`src/rtl/mdps_pkg.sv`:
```
// ----------------------------------------------------------------------------
// mdps_pkg
// Shared types and constants of the minimal dependency prune store.
// ----------------------------------------------------------------------------
package mdps_pkg;

  localparam int unsigned MASK_W            = 32;
  localparam int unsigned CFG_W             = 6;
  localparam int unsigned CFG_RESET         = 32;
  localparam int unsigned APB_ADDR_W        = 3;
  localparam int unsigned APB_DATA_W        = 32;
  localparam int unsigned DEF_MAX_COLUMNS   = 32;
  localparam int unsigned DEF_SLOTS_PER_KEY = 8;

  // register index of columns_in_use
  localparam logic REG_COLUMNS_IN_USE = 1'b0;

  typedef enum logic {
    REQ_ADD   = 1'b0,
    REQ_QUERY = 1'b1
  } req_e;

  typedef enum logic {
    MODE_SCAN = 1'b0,
    MODE_FIX  = 1'b1
  } rd_mode_e;

  typedef struct packed {
    logic     start;
    logic     clear;
    logic     rd_en;
    rd_mode_e mode;
    logic     load_out;
  } cmd_t;

  typedef struct packed {
    logic need_fix;
    logic is_query;
  } status_t;

endpackage

```
`src/rtl/mdps_ctrl.sv`:
```
// ----------------------------------------------------------------------------
// mdps_ctrl
// Sequencer: clearing pass, slot scan, fix-up pass and response register.
// ----------------------------------------------------------------------------
module mdps_ctrl #(
  parameter int unsigned SLOTS_PER_KEY = mdps_pkg::DEF_SLOTS_PER_KEY,
  localparam int unsigned SLOT_W = (SLOTS_PER_KEY > 1) ? $clog2(SLOTS_PER_KEY) : 1
) (
  input  logic                clk_i,
  input  logic                rst_ni,
  input  logic                req_valid_i,
  output logic                req_ready_o,
  output logic                rsp_valid_o,
  input  logic                rsp_ready_i,
  output mdps_pkg::cmd_t      cmd_o,
  output logic [SLOT_W-1:0]   slot_addr_o,
  input  mdps_pkg::status_t   status_i
);

  typedef enum logic [6:0] {
    S_CLEAR    = 7'b0000001,
    S_IDLE     = 7'b0000010,
    S_SCAN     = 7'b0000100,
    S_SCAN_END = 7'b0001000,
    S_FIX      = 7'b0010000,
    S_FIX_END  = 7'b0100000,
    S_DONE     = 7'b1000000
  } state_e;

  localparam logic [SLOT_W-1:0] LastSlot = SLOT_W'(SLOTS_PER_KEY - 1);

  state_e            state_q, state_d;
  logic [SLOT_W-1:0] cnt_q, cnt_d;
  logic              rsp_valid_q, rsp_valid_d;
  logic              cnt_last;

  assign cnt_last    = (cnt_q == LastSlot);
  assign req_ready_o = (state_q == S_IDLE);
  assign rsp_valid_o = rsp_valid_q;
  assign slot_addr_o = cnt_q;

  always_comb begin
    state_d        = state_q;
    cnt_d          = cnt_q;
    rsp_valid_d    = rsp_valid_q && !rsp_ready_i;
    cmd_o          = '0;
    cmd_o.mode     = mdps_pkg::MODE_SCAN;
    unique case (state_q)
      S_CLEAR: begin
        cmd_o.clear = 1'b1;
        cnt_d       = cnt_last ? '0 : cnt_q + 1'b1;
        if (cnt_last) begin
          state_d = S_IDLE;
        end
      end
      S_IDLE: begin
        if (req_valid_i) begin
          cmd_o.start = 1'b1;
          cnt_d       = '0;
          state_d     = S_SCAN;
        end
      end
      S_SCAN: begin
        cmd_o.rd_en = 1'b1;
        cnt_d       = cnt_last ? '0 : cnt_q + 1'b1;
        if (cnt_last) begin
          state_d = S_SCAN_END;
        end
      end
      S_SCAN_END: begin
        // need_fix already includes the last slot read out in this cycle
        state_d = status_i.need_fix ? S_FIX : S_DONE;
      end
      S_FIX: begin
        cmd_o.rd_en = 1'b1;
        cmd_o.mode  = mdps_pkg::MODE_FIX;
        cnt_d       = cnt_last ? '0 : cnt_q + 1'b1;
        if (cnt_last) begin
          state_d = S_FIX_END;
        end
      end
      S_FIX_END: begin
        cmd_o.mode = mdps_pkg::MODE_FIX;
        state_d    = S_DONE;
      end
      S_DONE: begin
        if (!rsp_valid_q || rsp_ready_i) begin
          cmd_o.load_out = 1'b1;
          rsp_valid_d    = 1'b1;
          state_d        = S_IDLE;
        end
      end
      default: begin
        state_d = S_CLEAR;
        cnt_d   = '0;
      end
    endcase
  end

  always_ff @(posedge clk_i or negedge rst_ni) begin
    if (!rst_ni) begin
      state_q     <= S_CLEAR;
      cnt_q       <= '0;
      rsp_valid_q <= 1'b0;
    end else begin
      state_q     <= state_d;
      cnt_q       <= cnt_d;
      rsp_valid_q <= rsp_valid_d;
    end
  end

  a_accept_starts_scan : assert property (@(posedge clk_i) disable iff (!rst_ni)
    (req_valid_i && req_ready_o) |=> (state_q == S_SCAN))
    else $error("accepted request did not start a scan");

  a_rsp_from_done : assert property (@(posedge clk_i) disable iff (!rst_ni)
    $rose(rsp_valid_q) |-> ($past(state_q) == S_DONE))
    else $error("response raised outside of completion");

  a_no_fix_on_query : assert property (@(posedge clk_i) disable iff (!rst_ni)
    (state_q == S_FIX) |-> !status_i.is_query)
    else $error("fix-up pass entered for a query");

  a_cnt_range : assert property (@(posedge clk_i) disable iff (!rst_ni)
    cnt_q <= LastSlot)
    else $error("slot counter out of range");

endmodule

```
`config.mk`:
```
export PLATFORM = sky130hd
export DESIGN_NAME = mdps_ctrl
export DESIGN_NICKNAME = d
export VERILOG_FILES = /design/src/rtl/mdps_pkg.sv /design/src/rtl/mdps_ctrl.sv
export SDC_FILE = /design/constraint.sdc
export NUM_CORES = 1
export LEC_CHECK = 0
export ABC_AREA = 1
export BUFFER_PORTS_ARGS = -buffer_cell sky130_fd_sc_hd__buf_2
export CORE_MARGIN = 1
export CORE_UTILIZATION = 44
export DETAILED_ROUTE_END_ITERATION = 10
export PLACE_DENSITY = 0.76
export SYNTH_ARGS = -nofsm -noshare
export SYNTH_HDL_FRONTEND = slang
export SYNTH_SLANG_ARGS = --single-unit
```
`constraint.sdc`:
```
create_clock -name clk_i -period 1.8 [get_ports clk_i]
set_clock_uncertainty 0.1 [all_clocks]
set_input_delay 0.09 -clock clk_i [delete_from_list [all_inputs] [get_ports clk_i]]
set_output_delay 0.09 -clock clk_i [all_outputs]
set_load 0.01 [all_outputs]
```
==> results of run 1 <==
tightest hold or removal path, delay by kind of cell:
family          cells  cell delay, ns
buf+inv             2            0.12
compound gates      1            0.11
kinds of logic after synthesis:
group           share of synthesized area (%)
buf+inv                                  9.60
simple gates                             40.5
compound gates                           4.52
flops                                    41.6
fa+ha+maj                                3.77
power by group:
part / internal [mW] / switching, mW / total, mW
Combinational: 0.156 / 0.253 / 0.409
Sequential: 0.309 / 0.0493 / 0.358
Clock: 0.0855 / 0.0782 / 0.164
Total: 0.551 / 0.380 / 0.931
layer usage:
metal  global-route usage, %  share of wire (%)  vias to the layer above
met3                    2.17                1.9                        4
met4                    10.8                1.3                        0
met5                       0                  0                        -
li1                        -                  -                      319
met1                    23.4                 43                      281
met2                    38.3                 54                       10
flip-flops by register name, indices dropped and copies added, names as in the netlist:
register and count:
rsp_valid_o 1, state_q 7, slot_addr_o 3
placed cells by master (no fill, tap or decap):
cell	netlist	final
buf_2	0	14
clkbuf_1	0	1
clkbuf_4	0	3
dfrtp_1	10	10
dfstp_2	1	1
dlygate4sd3_1	0	3
ha_1	2	2
inv_1	14	14
inv_2	3	3
nand2_1	24	24
nand2_2	6	6
nand2_4	1	1
nand3_1	5	5
nand3_2	1	1
nand4_2	1	1
nor2_1	14	14
nor2_2	3	3
nor2_4	1	1
o211ai_1	1	1
o21ai_0	2	2
o22ai_1	2	2
layout make-up:
class	count	area share, %
clock buffers	4	3.25
inverters	17	7.88
multi-input cells	63	40.0
flip-flops and latches	11	34.2
well taps	15	2.32
repair buffers	17	12.4
final timing paths:
check | from | to | slack, ns | cells past startpoint
worst max-delay path | state_q[1]$_DFFE_PN0P_ | cmd_o[0] | 0.22 | 6
worst min-delay path | req_valid_i | state_q[2]$_DFFE_PN0P_ | 0.02 | 3
worst max register to register | state_q[1]$_DFFE_PN0P_ | state_q[1]$_DFFE_PN0P_ | 0.43 | 8
worst min register to register | slot_addr_o[2]$_DFFE_PN0P_ | slot_addr_o[2]$_DFFE_PN0P_ | 0.42 | 2
max in group asynchronous | rst_ni | state_q[0]$_DFFE_PN1P_ | 1.22 | 2
min in group asynchronous | rst_ni | slot_addr_o[2]$_DFFE_PN0P_ | 0.11 | 2
per-stage QoR:
stage               setup slack (ns)  instances
floorplan                      0.517         91
global placement               0.449        120
detailed placement             0.438        120
CTS                            0.219        127
global route                   0.104        127
finish                         0.224        127
==> impl_metrics.csv, run 1 <==
group,metric,value,unit
outcome,status,"finished, final reports clean",
setup_path,arrival,1.39,ns
sta,timing.hold.ws,0.0185,ns
synth,yosysWarnings,0,
synth,synth.most_common_cell,"nand2_1",
detailed_routing,first_iter_violations,7,
global_routing,antenna_found_initial,0,
die,num_rows,13,
die,initial_core_util,49.2,%
clock_network,root_buffer,"clkbuf_4",
sta,fin_setup_tns,0,ns
synth,ys_types,17,
setup_path,end_kind,"primary output",
worst_hold_path,hold_path.class,"primary input to flop",
sta,tightest_slew,0.248,ns
setup_path,cpPeakStageDelay,0.40,ns
cells_and_area,syn2layout_area_growth,21.8,%
place,port_buffers,14,
clock_network,cts_tree,"done",
sta,setup_violations,0,
detailed_routing,dr_total_vias,614,
detailed_routing,vias_per_cell,4.83,
synth,syn_avg_cell_area,7.30,sq um
place,dpl_cell_area,753,sq um
synth,synth-edff-count,0,
setup_path,required,1.61,ns
detailed_routing,routedWlPerCell,10.6,um
cells_and_area,drive_gt1_share,30.4,%
place,place.gp.congestion,0.806,
synth,netlist_top_cells_count,"24 x nand2_1, 14 x inv_1, 14 x nor2_1",
detailed_routing,drcViolationCount,0,
die,core,1350,sq um
sta,slew_violations,0,
clock_network,htree_levels,1,
job,cap_viol_max_count,0,
sta,period_minus_slack,1.58,ns
power_and_ir_drop,peakVddDrop,0.000706,V
global_routing,grt_overflow_total,0,
sta,maxSlewHeadroom,83.4,%
clock_network,cts_buffers,3,
cells_and_area,finalNetCount,121,
setup_path,path_max_fanout,3,
setup_path,crit_top_cell,"nor2_2",
synth,synth_area_leaders,"dfrtp_1 38%, nand2_1 14%, inv_1 7.9%",
sta,period_share,87.5,%
synth,yosys.area.top_type,"dfrtp_1",
sta,timing.fmax,635,MHz
clock_network,clkTransAtPathRegs,0.06,ns
detailed_routing,dr.pass1.iters,2,
clock_network,cts_setup_buffers,0,
cells_and_area,final_area,810,sq um
synth,ys_async_sr_fraction,100,%
synth,syn-cell-area,664,sq um
sta,finalHoldViolations,0,
power_and_ir_drop,p_leak,0.506,nW
power_and_ir_drop,p_total,0.931,mW
clock_network,cts.path.max_buffers,2,
setup_path,critPathKind,"flop to primary output",
die,die_h,40.9,um
synth,ys_seq_area_share,41.6,%
setup_path,cp_num_buf_inv,2,
synth,yosysTopAreaCellShare,37.7,%
clock_network,cts_hold_buf,3,
cells_and_area,multiInputGateArea,324,sq um
synth,synth_flop_cell,"dfrtp_1",
clock_network,cts.sinks,11,
detailed_routing,routed_wl,1350,um
synth,ys_ff_latch,11,
setup_path,path_cells,"nor2_2, nand2_2, nor2_2, inv_1, nor2_1, buf_2",
die,fp.dieW,40.9,um
place,hpwl,1040,um
detailed_routing,final_antenna_net_count,0,
global_routing,track_usage,20.9,%
synth,syn_nets,99,
global_routing,grt_pass1_vias,582,
setup_path,critPathTopFamily,"simple AND/OR/NAND/NOR gates",
cells_and_area,insertedDiodeCount,0,
clock_network,insertion_delay,0.26,ns
setup_path,start_kind,"flop",
cells_and_area,finish.utilization,60.0,%
synth,syn_inst,91,
clock_network,post_cts_resized,0,
sta,rsz0062_at_grt,"no",
setup_path,crit_slowest_cell,"dfrtp_1",
power_and_ir_drop,power.density,1150,nW/um^2
die,io_pins,16,
cells_and_area,fillCellCount,126,
die,die-area,1670,sq um
global_routing,grt_pass1_wl,2270,um
cells_and_area,regArea,277,sq um
global_routing,grt_max_degree,12,
No activity file was read; power rests on OpenSTA's default activity.
==> run 2, diff against run 1 <==
--- a/config.mk
+++ b/config.mk
@@ -6,11 +6,13 @@
 export NUM_CORES = 1
 export LEC_CHECK = 0
 export ABC_AREA = 1
-export BUFFER_PORTS_ARGS = -buffer_cell sky130_fd_sc_hd__buf_2
+export BUFFER_PORTS_ARGS = -buffer_cell sky130_fd_sc_hd__buf_4
 export CORE_MARGIN = 1
 export CORE_UTILIZATION = 44
 export DETAILED_ROUTE_END_ITERATION = 10
+export HOLD_SLACK_MARGIN = 0.1
 export PLACE_DENSITY = 0.76
+export RECOVER_POWER = 25
 export SYNTH_ARGS = -nofsm -noshare
 export SYNTH_HDL_FRONTEND = slang
 export SYNTH_SLANG_ARGS = --single-unit
==> run 2 against run 1 <==
- fmax down 3.1%
- sequential share of layout area shrank 1.4 points
- sequential power is essentially flat
- clock power decreased by 2%
- setup slack lost 0.051 ns
- global-route usage increased by 1.2 points
- critical path type unchanged
- critical endpoint unchanged
==> impl_metrics.csv, run 2 (synthesis results as in run 1) <==
group,metric,value,unit
outcome,status,"finished, final reports clean",
die,die-area,1670,sq um
cells_and_area,drive_gt1_share,24.6,%
sta,rsz0062_at_grt,"no",
detailed_routing,first_iter_violations,6,
sta,timing.hold.ws,0.244,ns
sta,maxSlewHeadroom,69.2,%
global_routing,met3_usage,2.17,%
clock_network,cts_tree,"done",
sta,setup_violations,0,
worst_hold_path,hold_path.class,"primary input to async pin",
detailed_routing,routed_wl,1390,um
sta,slew_violations,0,
power_and_ir_drop,internal_power,0.560,mW
die,initial_core_util,49.2,%
setup_path,required,1.61,ns
die,core,1350,sq um
place,port_buffers,14,
cells_and_area,syn2layout_area_growth,26.9,%
global_routing,track_usage,22.1,%
sta,timing.fmax,615,MHz
cells_and_area,final_cell_mix,"24 x nand2_1, 15 x nor2_1, 14 x inv_1",
setup_path,end_kind,"primary output",
cells_and_area,finish.utilization,62.5,%
detailed_routing,dr.pass1.iters,3,
sta,period_share,90.3,%
power_and_ir_drop,seq_power_share,38.1,%
cells_and_area,largest_register_ffs,7,
clock_network,cts.path.max_buffers,2,
clock_network,root_buffer,"clkbuf_4",
cells_and_area,finalNetCount,123,
clock_network,htree_levels,1,
setup_path,arrival,1.44,ns
detailed_routing,routedWlPerCell,10.8,um
setup_path,start_kind,"flop",
die,io_pins,16,
global_routing,use_met2,39.8,%
place,hpwl,1080,um
power_and_ir_drop,p_leak,0.499,nW
global_routing,grt_use_met1,25.6,%
power_and_ir_drop,swShare,40.2,%
place,place.gp.congestion,0.849,
global_routing,top_usage_layer,"met2",
cells_and_area,layout_commonest_cell,"nand2_1",
detailed_routing,dr_total_vias,618,
sta,tightest_slew,0.460,ns
clock_network,cts_buffers,3,
cells_and_area,largest-register,"state_q",
place,dp.cells,120,
setup_path,path_max_fanout,3,
detailed_routing,drcViolationCount,0,
job,cap_viol_max_count,0,
power_and_ir_drop,power.density,1110,nW/um^2
power_and_ir_drop,peakVddDrop,0.000548,V
place,dpl_worst_slack,0.442,ns
sta,period_minus_slack,1.63,ns
setup_path,reg2reg_depth,8,
power_and_ir_drop,p_sw,0.377,mW
global_routing,antenna_found_initial,0,
cells_and_area,insertedDiodeCount,0,
die,num_rows,13,
global_routing,grt_pass1_wl,2370,um
clock_network,insertion_delay,0.26,ns
cells_and_area,final_area,843,sq um
cells_and_area,final_cells,129,
place,dpl_cell_area,788,sq um
cells_and_area,regArea,277,sq um
clock_network,cts.sinks,11,
detailed_routing,vias_per_cell,4.79,
global_routing,grt_pass1_vias,583,
global_routing,grt_overflow_total,0,
sta,fin_setup_tns,0,ns
sta,setup_ws,0.174,ns
detailed_routing,final_antenna_net_count,0,
power_and_ir_drop,p_total,0.937,mW
die,fp.dieW,40.9,um
sta,finalHoldViolations,0,
die,die_h,40.9,um
setup_path,critPathKind,"flop to primary output",
cells_and_area,fillCellCount,130,
global_routing,grt_max_degree,11,
power_and_ir_drop,pwr-share-comb,44.8,%
power_and_ir_drop,clkPwrFrac,17.1,%
clock_network,cts_setup_buffers,0,
cells_and_area,multiInputGateArea,322,sq um
clock_network,clkTransAtPathRegs,0.06,ns
==> run 2: cell type report <==
| type | count | area share, % |
|---|---|---|
| Clock buffer | 4 | 3.12 |
| Inverter | 17 | 7.57 |
| Multi-Input combinational cell | 63 | 38.1 |
| Sequential cell | 11 | 32.8 |
| Tap cell | 15 | 2.23 |
| Timing Repair Buffer | 19 | 16.2 |
==> run 2: path summary, 6_finish.rpt <==
check / startpoint / to / slack (ns)
worst min register to register: slot_addr_o[2]$_DFFE_PN0P_ / slot_addr_o[2]$_DFFE_PN0P_ / 0.42
min in group clk_i: slot_addr_o[2]$_DFFE_PN0P_ / slot_addr_o[2]$_DFFE_PN0P_ / 0.42
worst max register to register: state_q[1]$_DFFE_PN0P_ / state_q[1]$_DFFE_PN0P_ / 0.39
worst min-delay path: rst_ni / state_q[0]$_DFFE_PN1P_ / 0.24
max in group asynchronous: rst_ni / state_q[3]$_DFFE_PN0P_ / 0.47
worst max-delay path: state_q[1]$_DFFE_PN0P_ / cmd_o[0] / 0.17
==> run 2: power by group through the flow <==
stage	Combinational, mW	Clock [mW]	Sequential [mW]
floorplan	0.279	0	0.369
global placement	0.425	0	0.359
detailed placement	0.439	0	0.364
CTS	0.450	0.169	0.360
global route	0.480	0.176	0.367
finish	0.419	0.160	0.357
==> run 2: metal layers <==
metal | part of all wire [%] | routed length, um
met1 | 42 | 581
met2 | 55 | 765
met3 | 1.9 | 27
met4 | 0.87 | 12
met5 | 0 | 0
==> run 2: timing repair <==
| item | 4_1_cts | 5_1_grt |
|---|---|---|
| hold buffers | 5 | 0 |
| resized for setup | 0 | 0 |
| hold endpoints to repair | 16 | 0 |
==> run 2: critical path, stage by stage (launching register included) <==
cell     delay (ns)
dfrtp_1        0.40
nor2_2         0.17
nand2_2        0.10
nor2_1         0.19
inv_1          0.11
nor2_1         0.10
buf_4          0.12
==> run 3, diff against run 2 <==
--- a/config.mk
+++ b/config.mk
@@ -12,7 +12,6 @@
 export DETAILED_ROUTE_END_ITERATION = 10
 export HOLD_SLACK_MARGIN = 0.1
 export PLACE_DENSITY = 0.76
-export RECOVER_POWER = 25
 export SYNTH_ARGS = -nofsm -noshare
 export SYNTH_HDL_FRONTEND = slang
 export SYNTH_SLANG_ARGS = --single-unit
==> run 3 against run 2 <==
- global-route usage is the same
- critical endpoint unchanged
- sequential power is essentially flat
- clock-buffer cell count is the same
- register-to-register slack gained 0.04 ns
- largest cell class unchanged
- die area is the same
- sequential cell count is the same
- highest routed layer unchanged
==> impl_metrics.csv, run 3 (synthesis results as in run 1) <==
group,metric,value,unit
place,hpwl,1080,um
die,core,1350,sq um
sta,period_share,88.0,%
cells_and_area,largest-register,"state_q",
sta,setup_violations,0,
detailed_routing,final_antenna_net_count,0,
setup_path,r2r-start,"state_q[1]$_DFFE_PN0P_",
die,initial_core_util,49.2,%
power_and_ir_drop,power.density,1120,nW/um^2
global_routing,track_usage,22.1,%
clock_network,cts.sinks,11,
global_routing,grt_max_degree,11,
place,place.gp.congestion,0.849,
setup_path,crit_top_cell,"nor2_2",
clock_network,post_cts_resized,0,
cells_and_area,finalNetCount,123,
die,die-area,1670,sq um
detailed_routing,vias_per_cell,4.81,
sta,finalHoldViolations,0,
sta,timing.hold.ws,0.212,ns
setup_path,rrSetupSlack,0.43,ns
clock_network,root_buffer,"clkbuf_4",
cells_and_area,finish.utilization,64.0,%
setup_path,r2r_end,"state_q[1]$_DFFE_PN0P_",
global_routing,grt_pass1_wl,2370,um
global_routing,grt_overflow_total,0,
cells_and_area,multiInputGateArea,324,sq um
global_routing,grt_pass1_vias,583,
sta,tightest_slew,0.461,ns
place,port_buffers,14,
detailed_routing,dr.pass1.iters,2,
cells_and_area,layout_commonest_cell,"nand2_1",
detailed_routing,routedWlPerCell,10.9,um
clock_network,cts_setup_buffers,0,
setup_path,required,1.61,ns
cells_and_area,final_cell_mix,"24 x nand2_1, 14 x inv_1, 14 x nor2_1, 14 x buf_4, 10 x dfrtp_1",
setup_path,path_max_fanout,3,
die,fp.dieW,40.9,um
sta,fin_setup_tns,0,ns
sta,timing.fmax,631,MHz
power_and_ir_drop,swShare,39.7,%
global_routing,antenna_found_initial,0,
setup_path,crit_slowest_cell,"dfrtp_1",
cells_and_area,syn2layout_area_growth,30.1,%
clock_network,cts_buffers,3,
clock_network,insertion_delay,0.26,ns
global_routing,use_met2,39.8,%
power_and_ir_drop,seq_power_share,37.0,%
global_routing,met3_usage,2.17,%
setup_path,cpPeakStageDelay,0.40,ns
sta,maxSlewHeadroom,69.2,%
power_and_ir_drop,p_leak,0.519,nW
setup_path,cp_num_buf_inv,2,
setup_path,path_cells,"nor2_2, nand2_2, nor2_2, inv_1, nor2_1, buf_4",
global_routing,top_usage_layer,"met2",
sta,setup_ws,0.216,ns
setup_path,critPathKind,"flop to primary output",
detailed_routing,dr_total_vias,620,
outcome,status,"finished, final reports clean",
worst_hold_path,hold_path.class,"primary input to async pin",
clock_network,clkTransAtPathRegs,0.07,ns
power_and_ir_drop,peakVddDrop,0.000584,V
sta,period_minus_slack,1.58,ns
power_and_ir_drop,clkPwrFrac,16.8,%
clock_network,cts.path.max_buffers,2,
cells_and_area,drive_gt1_share,29.8,%
setup_path,critPathTopFamily,"simple AND/OR/NAND/NOR gates",
sta,rsz0062_at_grt,"no",
power_and_ir_drop,p_sw,0.383,mW
setup_path,end_kind,"primary output",
power_and_ir_drop,pwr-share-comb,46.2,%
clock_network,cts_hold_buf,5,
cells_and_area,fillCellCount,126,
die,io_pins,16,
setup_path,start_kind,"flop",
place,dpl_worst_slack,0.442,ns
detailed_routing,routed_wl,1400,um
cells_and_area,regArea,277,sq um
die,die_h,40.9,um
sta,slew_violations,0,
setup_path,reg2reg_depth,8,
detailed_routing,first_iter_violations,5,
clock_network,cts_tree,"done",
cells_and_area,largest_register_ffs,7,
die,num_rows,13,
power_and_ir_drop,internal_power,0.583,mW
setup_path,arrival,1.39,ns
clock_network,htree_levels,1,
detailed_routing,drcViolationCount,0,
global_routing,grt_use_met1,25.6,%
cells_and_area,insertedDiodeCount,0,
job,cap_viol_max_count,0,
run 3: area by class of cell:
class | instances | area share [%]
clock buffers | 4 | 3.04
multi-input cells | 63 | 37.5
well taps | 15 | 2.17
repair buffers | 19 | 17.9
flip-flops and latches | 11 | 32.0
inverters | 17 | 7.38
run 3: power groups by stage:
stage / clock network [mW] / logic, mW / registers, mW
3_3_place_gp: 0 / 0.425 / 0.359
6_report: 0.162 / 0.447 / 0.358
5_1_grt: 0.176 / 0.506 / 0.368
4_1_cts: 0.169 / 0.450 / 0.360
3_5_place_dp: 0 / 0.439 / 0.364
2_1_floorplan: 0 / 0.279 / 0.369
run 3: worst max-delay path by stage:
stage                               startpoint                      to  depth (start not counted)
floorplan           slot_addr_o[0]$_DFFE_PN0P_  state_q[3]$_DFFE_PN0P_                          6
global placement        state_q[0]$_DFFE_PN1P_  state_q[5]$_DFFE_PN0P_                          8
detailed placement      state_q[0]$_DFFE_PN1P_  state_q[5]$_DFFE_PN0P_                          8
CTS                     state_q[1]$_DFFE_PN0P_                cmd_o[0]                          6
global route            state_q[2]$_DFFE_PN0P_                cmd_o[4]                          6
finish                  state_q[1]$_DFFE_PN0P_                cmd_o[0]                          6
run 3: worst reg2reg max path, delay by kind of cell (launching register included):
family,cells,cell delay [ns]
buf+inv,1,0.05
flops,1,0.40
simple gates,7,0.71
run 3: metrics by stage:
stage          instances  area (sq um)  power [mW]
2_1_floorplan         91           664       0.648
3_3_place_gp         120           788       0.784
3_5_place_dp         120           788       0.803
4_1_cts              129           865       0.978
5_1_grt              129           865        1.05
6_report             129           865       0.967
run 3: metal layers:
metal	part of all wire (%)	vias to the layer above	routed length, um
met5	0	-	0
met4	0.86	0	12
met3	1.9	2	27
met2	55	7	769
met1	42	288	591
li1	-	323	-
